$ cat src/mmrma_pkg.sv
`default_nettype none
// ----------------------------------------------------------------------------
// mmrma_pkg: shared types and constants
// Widths, descriptor layout, status and register codes for the mask-match
// region memory access unit.
// ----------------------------------------------------------------------------
package mmrma_pkg;

  // store size; a power of two so the byte index wraps by truncation
  localparam int STORE_BYTES = 65536;
  localparam int STORE_AW    = $clog2(STORE_BYTES);
  localparam int MAX_REGIONS = 4;
  localparam int REGION_REGS = 4;
  localparam int SLOT_W      = $clog2(REGION_REGS);

  localparam int ADDR_W    = 20;
  localparam int LOCAL_W   = ADDR_W + 1;
  localparam int BASE_W    = 16;
  localparam int DESC_W    = 60;
  localparam int COUNT_W   = 3;
  localparam int CFG_IDX_W = 3;
  localparam int BC_W      = 4;
  localparam int DATA_W    = 64;
  localparam int LANE_W    = 3;

  localparam logic [BC_W-1:0] MAX_BYTES = 4'd8;

  // configuration register indexes
  localparam logic [CFG_IDX_W-1:0] CFG_REGION_COUNT = 3'd0;
  localparam logic [CFG_IDX_W-1:0] CFG_REGION_0     = 3'd1;
  localparam logic [CFG_IDX_W-1:0] CFG_REGION_LAST  = 3'd4;

  // region type codes
  localparam logic [1:0] RT_DATA = 2'd0;
  localparam logic [1:0] RT_CODE = 2'd1;
  localparam logic [1:0] RT_BOTH = 2'd2;

  // result status codes
  localparam logic [1:0] ST_SERVED   = 2'd0;
  localparam logic [1:0] ST_NOREGION = 2'd1;
  localparam logic [1:0] ST_REFUSED  = 2'd2;
  localparam logic [1:0] ST_DEVICE   = 2'd3;

  typedef struct packed {
    logic [1:0]          status;
    logic [STORE_AW-1:0] local_idx;
  } dec_t;

  typedef struct packed {
    logic                en;
    logic                we;
    logic [STORE_AW-1:0] addr;
    logic [7:0]          wdata;
  } mem_req_t;

endpackage
`default_nettype wire

$ cat src/mmrma_decode.sv
`default_nettype none
// ----------------------------------------------------------------------------
// mmrma_decode: region registers and parallel mask-match decoder
// Holds the region count and descriptors, and picks the first enabled region
// that matches the address and space of the transaction.
// ----------------------------------------------------------------------------
module mmrma_decode (
  input  wire                                   clk,
  input  wire                                   rst_n,
  input  wire                                   cfg_we,
  input  wire [mmrma_pkg::CFG_IDX_W-1:0]        cfg_index,
  input  wire [mmrma_pkg::DESC_W-1:0]           cfg_wdata,
  input  wire [mmrma_pkg::ADDR_W-1:0]           addr,
  input  wire                                   space,
  input  wire                                   is_write,
  output mmrma_pkg::dec_t                       dec
);
  import mmrma_pkg::*;

  logic [COUNT_W-1:0] count_r;
  logic [DESC_W-1:0]  desc_r [REGION_REGS];
  logic [REGION_REGS-1:0] hit;
  logic [CFG_IDX_W-1:0] cfg_off;

  assign cfg_off = cfg_index - CFG_REGION_0;

  always_ff @(posedge clk) begin
    if (!rst_n) begin
      count_r <= '0;
      for (int r = 0; r < REGION_REGS; r++) begin
        desc_r[r] <= '0;
      end
    end else if (cfg_we) begin
      if (cfg_index == CFG_REGION_COUNT) begin
        count_r <= cfg_wdata[COUNT_W-1:0];
      end else if (cfg_index <= CFG_REGION_LAST) begin
        desc_r[cfg_off[SLOT_W-1:0]] <= cfg_wdata;
      end
    end
  end

  always_comb begin
    for (int r = 0; r < REGION_REGS; r++) begin
      hit[r] = (r < MAX_REGIONS) && (COUNT_W'(r) < count_r)
            && ((addr & desc_r[r][19:0]) == desc_r[r][39:20])
            && ((desc_r[r][41:40] == {1'b0, space}) || (desc_r[r][41:40] == RT_BOTH));
    end
  end

  always_comb begin
    logic             found;
    logic [DESC_W-1:0] d;
    logic [LOCAL_W-1:0] sum;
    found = 1'b0;
    d     = '0;
    for (int r = 0; r < REGION_REGS; r++) begin
      if (!found && hit[r]) begin
        found = 1'b1;
        d     = desc_r[r];
      end
    end
    sum = LOCAL_W'(addr & ~d[19:0]) + LOCAL_W'(d[59:44]);
    dec.local_idx = sum[STORE_AW-1:0];
    if (!found) begin
      dec.status = ST_NOREGION;
    end else if (is_write && !d[42]) begin
      dec.status = ST_REFUSED;
    end else if (d[43]) begin
      dec.status = ST_DEVICE;
    end else begin
      dec.status = ST_SERVED;
    end
  end

endmodule
`default_nettype wire

$ cat config.mk
export PLATFORM = sky130hd
export DESIGN_NAME = mmrma_decode
export DESIGN_NICKNAME = d
export VERILOG_FILES = /design/src/mmrma_pkg.sv /design/src/mmrma_decode.sv
export SDC_FILE = /design/constraint.sdc
export NUM_CORES = 1
export LEC_CHECK = 0
export BUFFER_PORTS_ARGS = -buffer_cell sky130_fd_sc_hd__buf_2
export CAP_MARGIN = 20
export CORE_MARGIN = 5
export CORE_UTILIZATION = 35
export CTS_CLUSTER_SIZE = 24
export DETAILED_ROUTE_END_ITERATION = 6
export PLACE_DENSITY_LB_ADDON = 0.12
export SYNTH_ARGS = -nofsm -noshare
export SYNTH_HDL_FRONTEND = slang
export SYNTH_SLANG_ARGS = --single-unit
export TNS_END_PERCENT = 10
$ cat constraint.sdc
create_clock -name clk -period 11.95 [get_ports clk]
set_clock_uncertainty 0.15 [all_clocks]
set_input_delay 0.5975 -clock clk [delete_from_list [all_inputs] [get_ports clk]]
set_output_delay 0.5975 -clock clk [all_outputs]
set_load 0.05 [all_outputs]
* Word level (Yosys, flattened, before mapping)
Memories as Yosys holds them, arrays and structs flattened.
Cells that the tools add are included.
** Word-level totals
- Register bits :: 3
- Bits in writable memories :: 240
- Input bits :: 88
- Output and inout bits :: 18
- Word-level logic and storage cells :: 70
- Memories :: 1
** Operators by class
- Add/sub/neg operators :: 2
- $lt $le $gt $ge :: 5
- Eq/ne operators :: 12
- Mux-type cells :: 20
- Bitwise gates (word level) :: 6
- Reduce and logical (&&, ||, !) cells :: 23
** Memory list
- desc_r :: depth 4, bits a word 60, rd ports 4, clocked after Yosys merged registers in 0, wr ports 4, RTL line mmrma_decode.sv:21 : logic [DESC_W-1:0] desc_r [REGION_REGS];
** Operators with widths (count)
- 60-bit two-way mux :: 5
- 20-bit bitwise AND :: 4
- 20-bit == test :: 4
- 60-bit OR reduction :: 1
- 16-bit adder :: 1
- 16-bit bitwise AND :: 1
- 16-bit NOT :: 1
- 1-bit logical AND :: 12
- 1-bit two-way mux :: 11
- 2-bit by 1-bit == test with 1-bit output :: 4
- 2-bit == test (second input constant) :: 4
- 2-bit two-way mux :: 4
- 1-bit by 3-bit less-than comparator with 1-bit output (first input constant) :: 2
- 2-bit by 3-bit less-than comparator with 1-bit output (first input constant) :: 2
- 1-bit zero test :: 4
- 1-bit logical OR :: 4
- 3-bit <= comparator (second input constant) :: 1
- 3-bit zero test :: 1
- 2-bit AND reduction :: 1
- 2-bit by 1-bit subtractor with 2-bit output (second input constant) :: 1

* Longest topological paths before layout
Gate-level depths: netlist (run 1).
- Word-level depth :: 18
- Gate-level depth with buffers :: 23
- Mapped depth without buffers :: 20

* Least setup slack after synthesis (run 1)
OpenSTA, ideal clock, no wires.
- Path type :: input -> register
- Start :: in cfg_index[0] (netlist name)
- End :: mem desc_r[1][0], enable pin
- Arrival :: 5821 ps
- Data required time :: 11239 ps
- Setup slack :: 5418 ps
- Stages :: 7
- Path buffers :: 1
- Path through :: inv_1 ha_1 ha_1 and3_1 clkbuf_1 nand2_1 o21ai_0
** RTL lines
- start: declaration :: RTL line mmrma_decode.sv:11 : input wire [mmrma_pkg::CFG_IDX_W-1:0] cfg_index,
- end: declaration :: RTL line mmrma_decode.sv:21

==> flow_metrics.py, run 1 <==
metrics = {
    "outcome": {
        "status": "completed",
    },
    "yosys": {
        "yosys-top-cells-area": "edfxtp_1 60%, and2_1 13%, a21oi_1 3.1%",
        "yosys_warnings": 0,
        "synth_top_area_share_pct": 59.6,
        "yosys.cell_count.top_type": "and2_1",
        "synth_cell_types": 45,
        "synthTopCellsByCount": "242 x and2_1, 240 x edfxtp_1, 93 x nand2_1, 74 x a21oi_1, 42 x xnor2_1",
        "synthCells": 1022,
        "synth_fp_nets": 1128,
        "async_flop_share_pct": 0,
        "synth_area_mm2": 0.0121,
        "ys_seq_area_share_pct": 60.1,
        "synth-edff-count": 240,
        "ys.flop_type": "edfxtp_1",
        "avgSynthCellArea_um2": 11.8,
        "synth_seq_cells": 243,
        "synth_area_leader_cell": "edfxtp_1",
    },
    "floorplanning": {
        "fp.dieH_um": 196,
        "start_util_pct": 35.3,
        "die_x_um": 196,
        "io_pins": 106,
        "core_area_mm2": 0.0343,
        "placementRows": 68,
        "die_area_mm2": 0.0383,
    },
    "clock_tree": {
        "post_cts_buffers": 0,
        "htree_levels": 1,
        "clk_pin_slew_worst_paths_ps": 60,
        "cts_buffers": 29,
        "cts_tree": "built",
        "clkSinkCount": 243,
        "clock_latency_ps": 540,
        "cts_resized": 0,
        "hold_buffers": 0,
        "clockBufferDepth": 3,
        "cts_root_buf": "clkbuf_16",
    },
    "worst_setup_path": {
        "end_kind": "primary output",
        "worstPathArrival_ps": 6780,
        "cp_max_fo": 49,
        "path_class": "flop to primary output",
        "cp-start-kind": "flop",
        "crit_chain": "a21o_1 -> a211oi_1 -> nand4_1 -> nor4_4 -> buf_4 -> nor3b_2 -> buf_4 -> nand2_1 -> nand3_1 -> a21oi_1 -> ha_1 -> inv_1 -> fa_1 -> nor2b_1 -> o21ai_0 -> a21boi_0 -> o21ai_0 -> a211oi_1 -> o31ai_1 -> o21bai_1 -> a21oi_1 -> xnor2_1 -> buf_2",
        "slowest_delay_ps": 580,
        "crit_path_top_delay_cell": "a211oi_1",
        "cp.required_ps": 11200,
    },
    "power_and_ir_drop": {
        "power_density_mw_per_mm2": 142,
        "p_leak_uw": 0.00529,
        "max-vdd-ir-drop_uv": 100,
    },
    "timing": {
        "rsz0062_at_grt": "no",
        "hold_violations": 0,
        "setup_ws_ps": 4420,
        "setup-tns-final_ps": 0,
        "max_freq_mhz": 133,
        "period_needed_ps": 7530,
        "max_slew_margin_pct": 32.9,
        "whs_ps": 219,
        "tightest_slew_ps": 1010,
        "drv_slew": 0,
        "setup_violations": 0,
        "finalCritPeriodShare_pct": 63.0,
    },
    "place": {
        "gp_routability_congestion": 0.780,
        "io_buffers": 105,
        "dp_hpwl_mm": 22.3,
        "place_ws_ps": 4650,
    },
    "drt": {
        "detail_route.iter0.violations": 542,
        "final_antenna_net_count": 0,
        "totalWireLength_mm": 35.0,
        "vias": 7970,
        "drc": 0,
        "via_per_inst": 4.98,
        "wl_per_cell_um": 21.9,
        "drt-pass1-iter-count": 5,
    },
    "hold_path": {
        "min_path_type": "input port to flop",
    },
    "cells_and_area": {
        "drive_gt1_share_pct": 14.6,
        "utilization_pct": 40.9,
        "syn_to_final_growth_pct": 15.9,
        "diodes": 0,
        "nNetsFinal": 1233,
    },
    "flow_run": {
        "drv_cap": 0,
    },
    "global_route": {
        "grt_pass1_vias": 7864,
        "antenna_found_initial": 0,
        "grtUsageTotal_pct": 17.9,
        "overflow": 0,
        "grt_max_degree": 62,
        "grt_pass1_wl_mm": 52.1,
    },
}
## placed cells by master, fill, tap and decap left out, types with 4 or more instances in the layout
master,synthesis,layout
and2_1,242,242
edfxtp_1,240,240
buf_2,7,105
nand2_1,93,93
a21oi_1,74,74
xnor2_1,42,42
and3_1,37,36
clkbuf_16,0,29
nand3_1,28,28
xor2_1,17,17
nor2_1,19,17
ha_1,17,17
nand3b_1,15,15
a221o_1,15,15
buf_4,0,13
a21boi_0,12,12
inv_1,12,12
clkbuf_1,34,12
nand4_1,11,11
a211oi_1,11,11
a21o_1,10,10
o22a_1,8,8
and3b_1,8,8
nor2b_1,7,7
nor3_1,7,7
nor4_1,5,5
o21a_1,5,5
o21ai_0,7,5
o22ai_1,4,4
or4_1,4,4
o21ai_1,4,4
clkinv_2,0,4
## final timing paths
check,end,slack [ps],from,cells past startpoint
setup / recovery,dec[14],4420,desc_r[0][10],23
hold / removal,desc_r[1][38],220,cfg_wdata[38],2
setup reg to reg,count_r[2],11020,count_r[2],2
hold reg to reg,count_r[0],340,count_r[0],2
## metrics by stage
stage | instance area, um2 | power [uW] | instances
CTS | 14000 | 2010 | 1599
detailed placement | 13200 | 1220 | 1551
floorplan | 12100 | 1140 | 1022
global route | 14000 | 2060 | 1599
global placement | 13200 | 1220 | 1551
finish | 14000 | 1990 | 1599
## worst max-delay path: cells and delay by family (launching register included)
family | cells | cell delay [ps]
fa+ha+maj | 2 | 690
flops | 1 | 410
xor+xnor | 1 | 120
compound gates | 10 | 2540
buf+inv | 4 | 1190
simple gates | 6 | 1250
## layer usage
metal  track usage (%)  wire length, um  vias up
li1                  -                -     3883
met1              25.5            16300     3874
met2              29.3            16600      170
met3              2.87             1590       43
met4              3.34              563        0
met5                 0                0        -
## where the power goes
part | internal [uW] | switching, uW
registers | 1000 | 27.1
logic | 56.2 | 114
clock network | 455 | 332
## state kept, by name, summed over array words and instances, names as in the netlist
signal	cells
count_r	3
desc_r	240
## final cells by class
| cell class | instances | area, um2 |
|---|---|---|
| multi-input cells | 723 | 4680 |
| well taps | 455 | 569 |
| clock inverters | 5 | 23.8 |
| repair buffers | 118 | 623 |
| inverters | 12 | 45.0 |
| clock buffers | 43 | 798 |
| fillers | 3326 | 20300 |
| flip-flops and latches | 243 | 7270 |
## cells by family after synthesis
group | Yosys count | synth area share (%)
xor gates and xnor gates | 59 | 4.28
buffers and inverters | 56 | 1.81
and+or+nand+nor | 484 | 23.1
adders and majority gates | 18 | 1.93
DFF | 243 | 60.1
AOI/OAI and AO/OA | 162 | 8.73
Note: power is estimated with default switching activity, not from simulation.
==> inputs of run 2 (changes only) <==
==> constraint.sdc (replaced) <==
create_clock -name clk -period 7.2 [get_ports clk]
set_clock_uncertainty 0.15 [all_clocks]
set_input_delay 0.36 -clock clk [delete_from_list [all_inputs] [get_ports clk]]
set_output_delay 0.36 -clock clk [all_outputs]
set_load 0.05 [all_outputs]
==> flow_metrics.py, run 2 (synthesis gave the netlist of run 1 again) <==
metrics = {
    "hold_path": {
        "min_path_type": "input port to flop",
        "whs_endpoint": "desc_r[0][43]",
        "holdPathStages": 2,
        "hold_start": "cfg_wdata[43]",
    },
    "global_route": {
        "grt_max_degree": 63,
        "grt_pass1_vias": 8198,
        "overflow": 0,
        "antenna_found_initial": 0,
        "grt_pass1_wl_mm": 52.9,
        "grtUsageTotal_pct": 18.1,
    },
    "clock_tree": {
        "htree_levels": 1,
        "cts_buffers": 29,
        "cts_root_buf": "clkbuf_16",
        "cts_tree": "built",
        "clkSinkCount": 243,
        "clock_latency_ps": 540,
        "post_cts_buffers": 0,
        "clockBufferDepth": 3,
        "clk_pin_slew_worst_paths_ps": 60,
    },
    "timing": {
        "finalCritPeriodShare_pct": 94.2,
        "rsz0062_at_grt": "no",
        "setup-tns-final_ps": 0,
        "setup_ws_ps": 417,
        "hold_violations": 0,
        "max_slew_margin_pct": 34.1,
        "whs_ps": 18.9,
        "setup_violations": 0,
        "drv_slew": 0,
        "max_freq_mhz": 147,
        "period_needed_ps": 6780,
        "tightest_slew_ps": 988,
    },
    "floorplanning": {
        "core_area_mm2": 0.0343,
        "io_pins": 106,
        "placementRows": 68,
        "die_x_um": 196,
        "fp.dieH_um": 196,
        "die_area_mm2": 0.0383,
        "start_util_pct": 35.3,
    },
    "drt": {
        "wl_per_cell_um": 21.3,
        "drc": 0,
        "final_antenna_net_count": 0,
        "vias": 8254,
        "via_per_inst": 4.99,
        "drt-pass1-iter-count": 5,
        "totalWireLength_mm": 35.3,
        "detail_route.iter0.violations": 531,
    },
    "worst_setup_path": {
        "cp_max_fo": 15,
        "r2r_slack_ps": 6310,
        "path_class": "flop to primary output",
        "end_kind": "primary output",
        "crit_chain": "nand2_1 -> xnor2_1 -> nor4_1 -> nand3_1 -> nor2_1 -> and2_1 -> nand2_1 -> nand4_1 -> inv_1 -> ha_1 -> a211oi_1 -> nor2_1 -> or4_1 -> a31oi_1 -> a21oi_1 -> o21a_1 -> o21a_1 -> o41a_1 -> xnor2_1 -> buf_2",
        "reg2reg_to": "count_r[2]",
        "path_buf_inv": 2,
        "path_delay_family": "simple AND/OR/NAND/NOR gates",
        "r2r_cells": 2,
        "cp-start-kind": "flop",
        "crit_path_top_delay_cell": "nor4_1",
        "worstPathArrival_ps": 6270,
        "cp.required_ps": 6690,
        "slowest_delay_ps": 750,
        "rr_startpoint": "count_r[2]",
    },
    "power_and_ir_drop": {
        "power_density_mw_per_mm2": 228,
        "max-vdd-ir-drop_uv": 138,
        "p_leak_uw": 0.00552,
    },
    "place": {
        "gp_routability_congestion": 0.820,
        "dp_hpwl_mm": 23.3,
        "io_buffers": 105,
        "dp.cells": 1554,
        "place_ws_ps": 810,
    },
    "cells_and_area": {
        "largest_reg_flops": 240,
        "final_common_cell": "and2_1",
        "nNetsFinal": 1287,
        "syn_to_final_growth_pct": 20.4,
        "fill_cells": 3252,
        "largest_register": "desc_r",
        "drive_gt1_share_pct": 14.2,
        "layout_common_cells": "242 x and2_1, 240 x edfxtp_1, 105 x buf_2",
        "layout.cells.non_filler": 1655,
        "diodes": 0,
        "top_regs": "desc_r (240), count_r (3)",
    },
    "flow_run": {
        "drv_cap": 0,
    },
    "outcome": {
        "status": "completed",
    },
}
run 2: cell count changes in the layout (fill, tap and decap cells not counted), sizes merged:
cell,previous run,this run
clkinv,5,13
dlygate4sd3,0,51
buf,118,121
clkbuf,43,35
inv,12,13
clkinvlp,0,1
run 2: power by group:
part,leakage (uW),internal [uW],switching (uW),total (uW)
logic,0.00278,112,194,305
registers,0.00234,1670,47.7,1710
clock network,0.000399,730,563,1290
run 2: layout make-up:
cell class | instances | area (um2) | share of cell area [%]
inverters | 12 | 45.0 | 0.309
clock inverters | 15 | 70.1 | 0.481
clock buffers | 35 | 748 | 5.14
repair buffers | 172 | 1170 | 8.05
multi-input cells | 723 | 4690 | 32.2
flip-flops and latches | 243 | 7270 | 49.9
well taps | 455 | 569 | 3.91
run 2: what timing repair did:
item | CTS | global route
endpoints found under the hold margin | 182 | 0
hold buffers | 51 | 0
setup endpoints to repair | 0 | 2
gates resized for setup | 0 | 2
run 2: metal layers:
metal / global-route usage [%] / share of wire (%)
met4: 3.13 / 1.6
met2: 30.4 / 48
met3: 2.30 / 4.8
met1: 25.7 / 45
met5: 0 / 0
run 2: worst max-delay path by stage:
stage / start / cells after the start / slack [ps] / end
final: desc_r[3][5] / 20 / 420 / dec[15]
after global routing: desc_r[2][3] / 20 / 6 / dec[15]
after CTS: desc_r[0][10] / 21 / 280 / dec[15]
after detailed placement: addr[10] / 22 / 810 / dec[15]
after global placement: addr[10] / 22 / 920 / dec[15]
after floorplan: cfg_index[0] / 7 / 910 / desc_r[1][0]
run 2: metrics by stage:
stage	instance area (um2)	power, uW	utilization [%]
floorplan	12100	1890	-
global placement	13200	2030	38.6
detailed placement	13200	2030	38.6
CTS	14500	3360	42.4
global route	14600	3440	42.5
finish	14600	3310	42.5
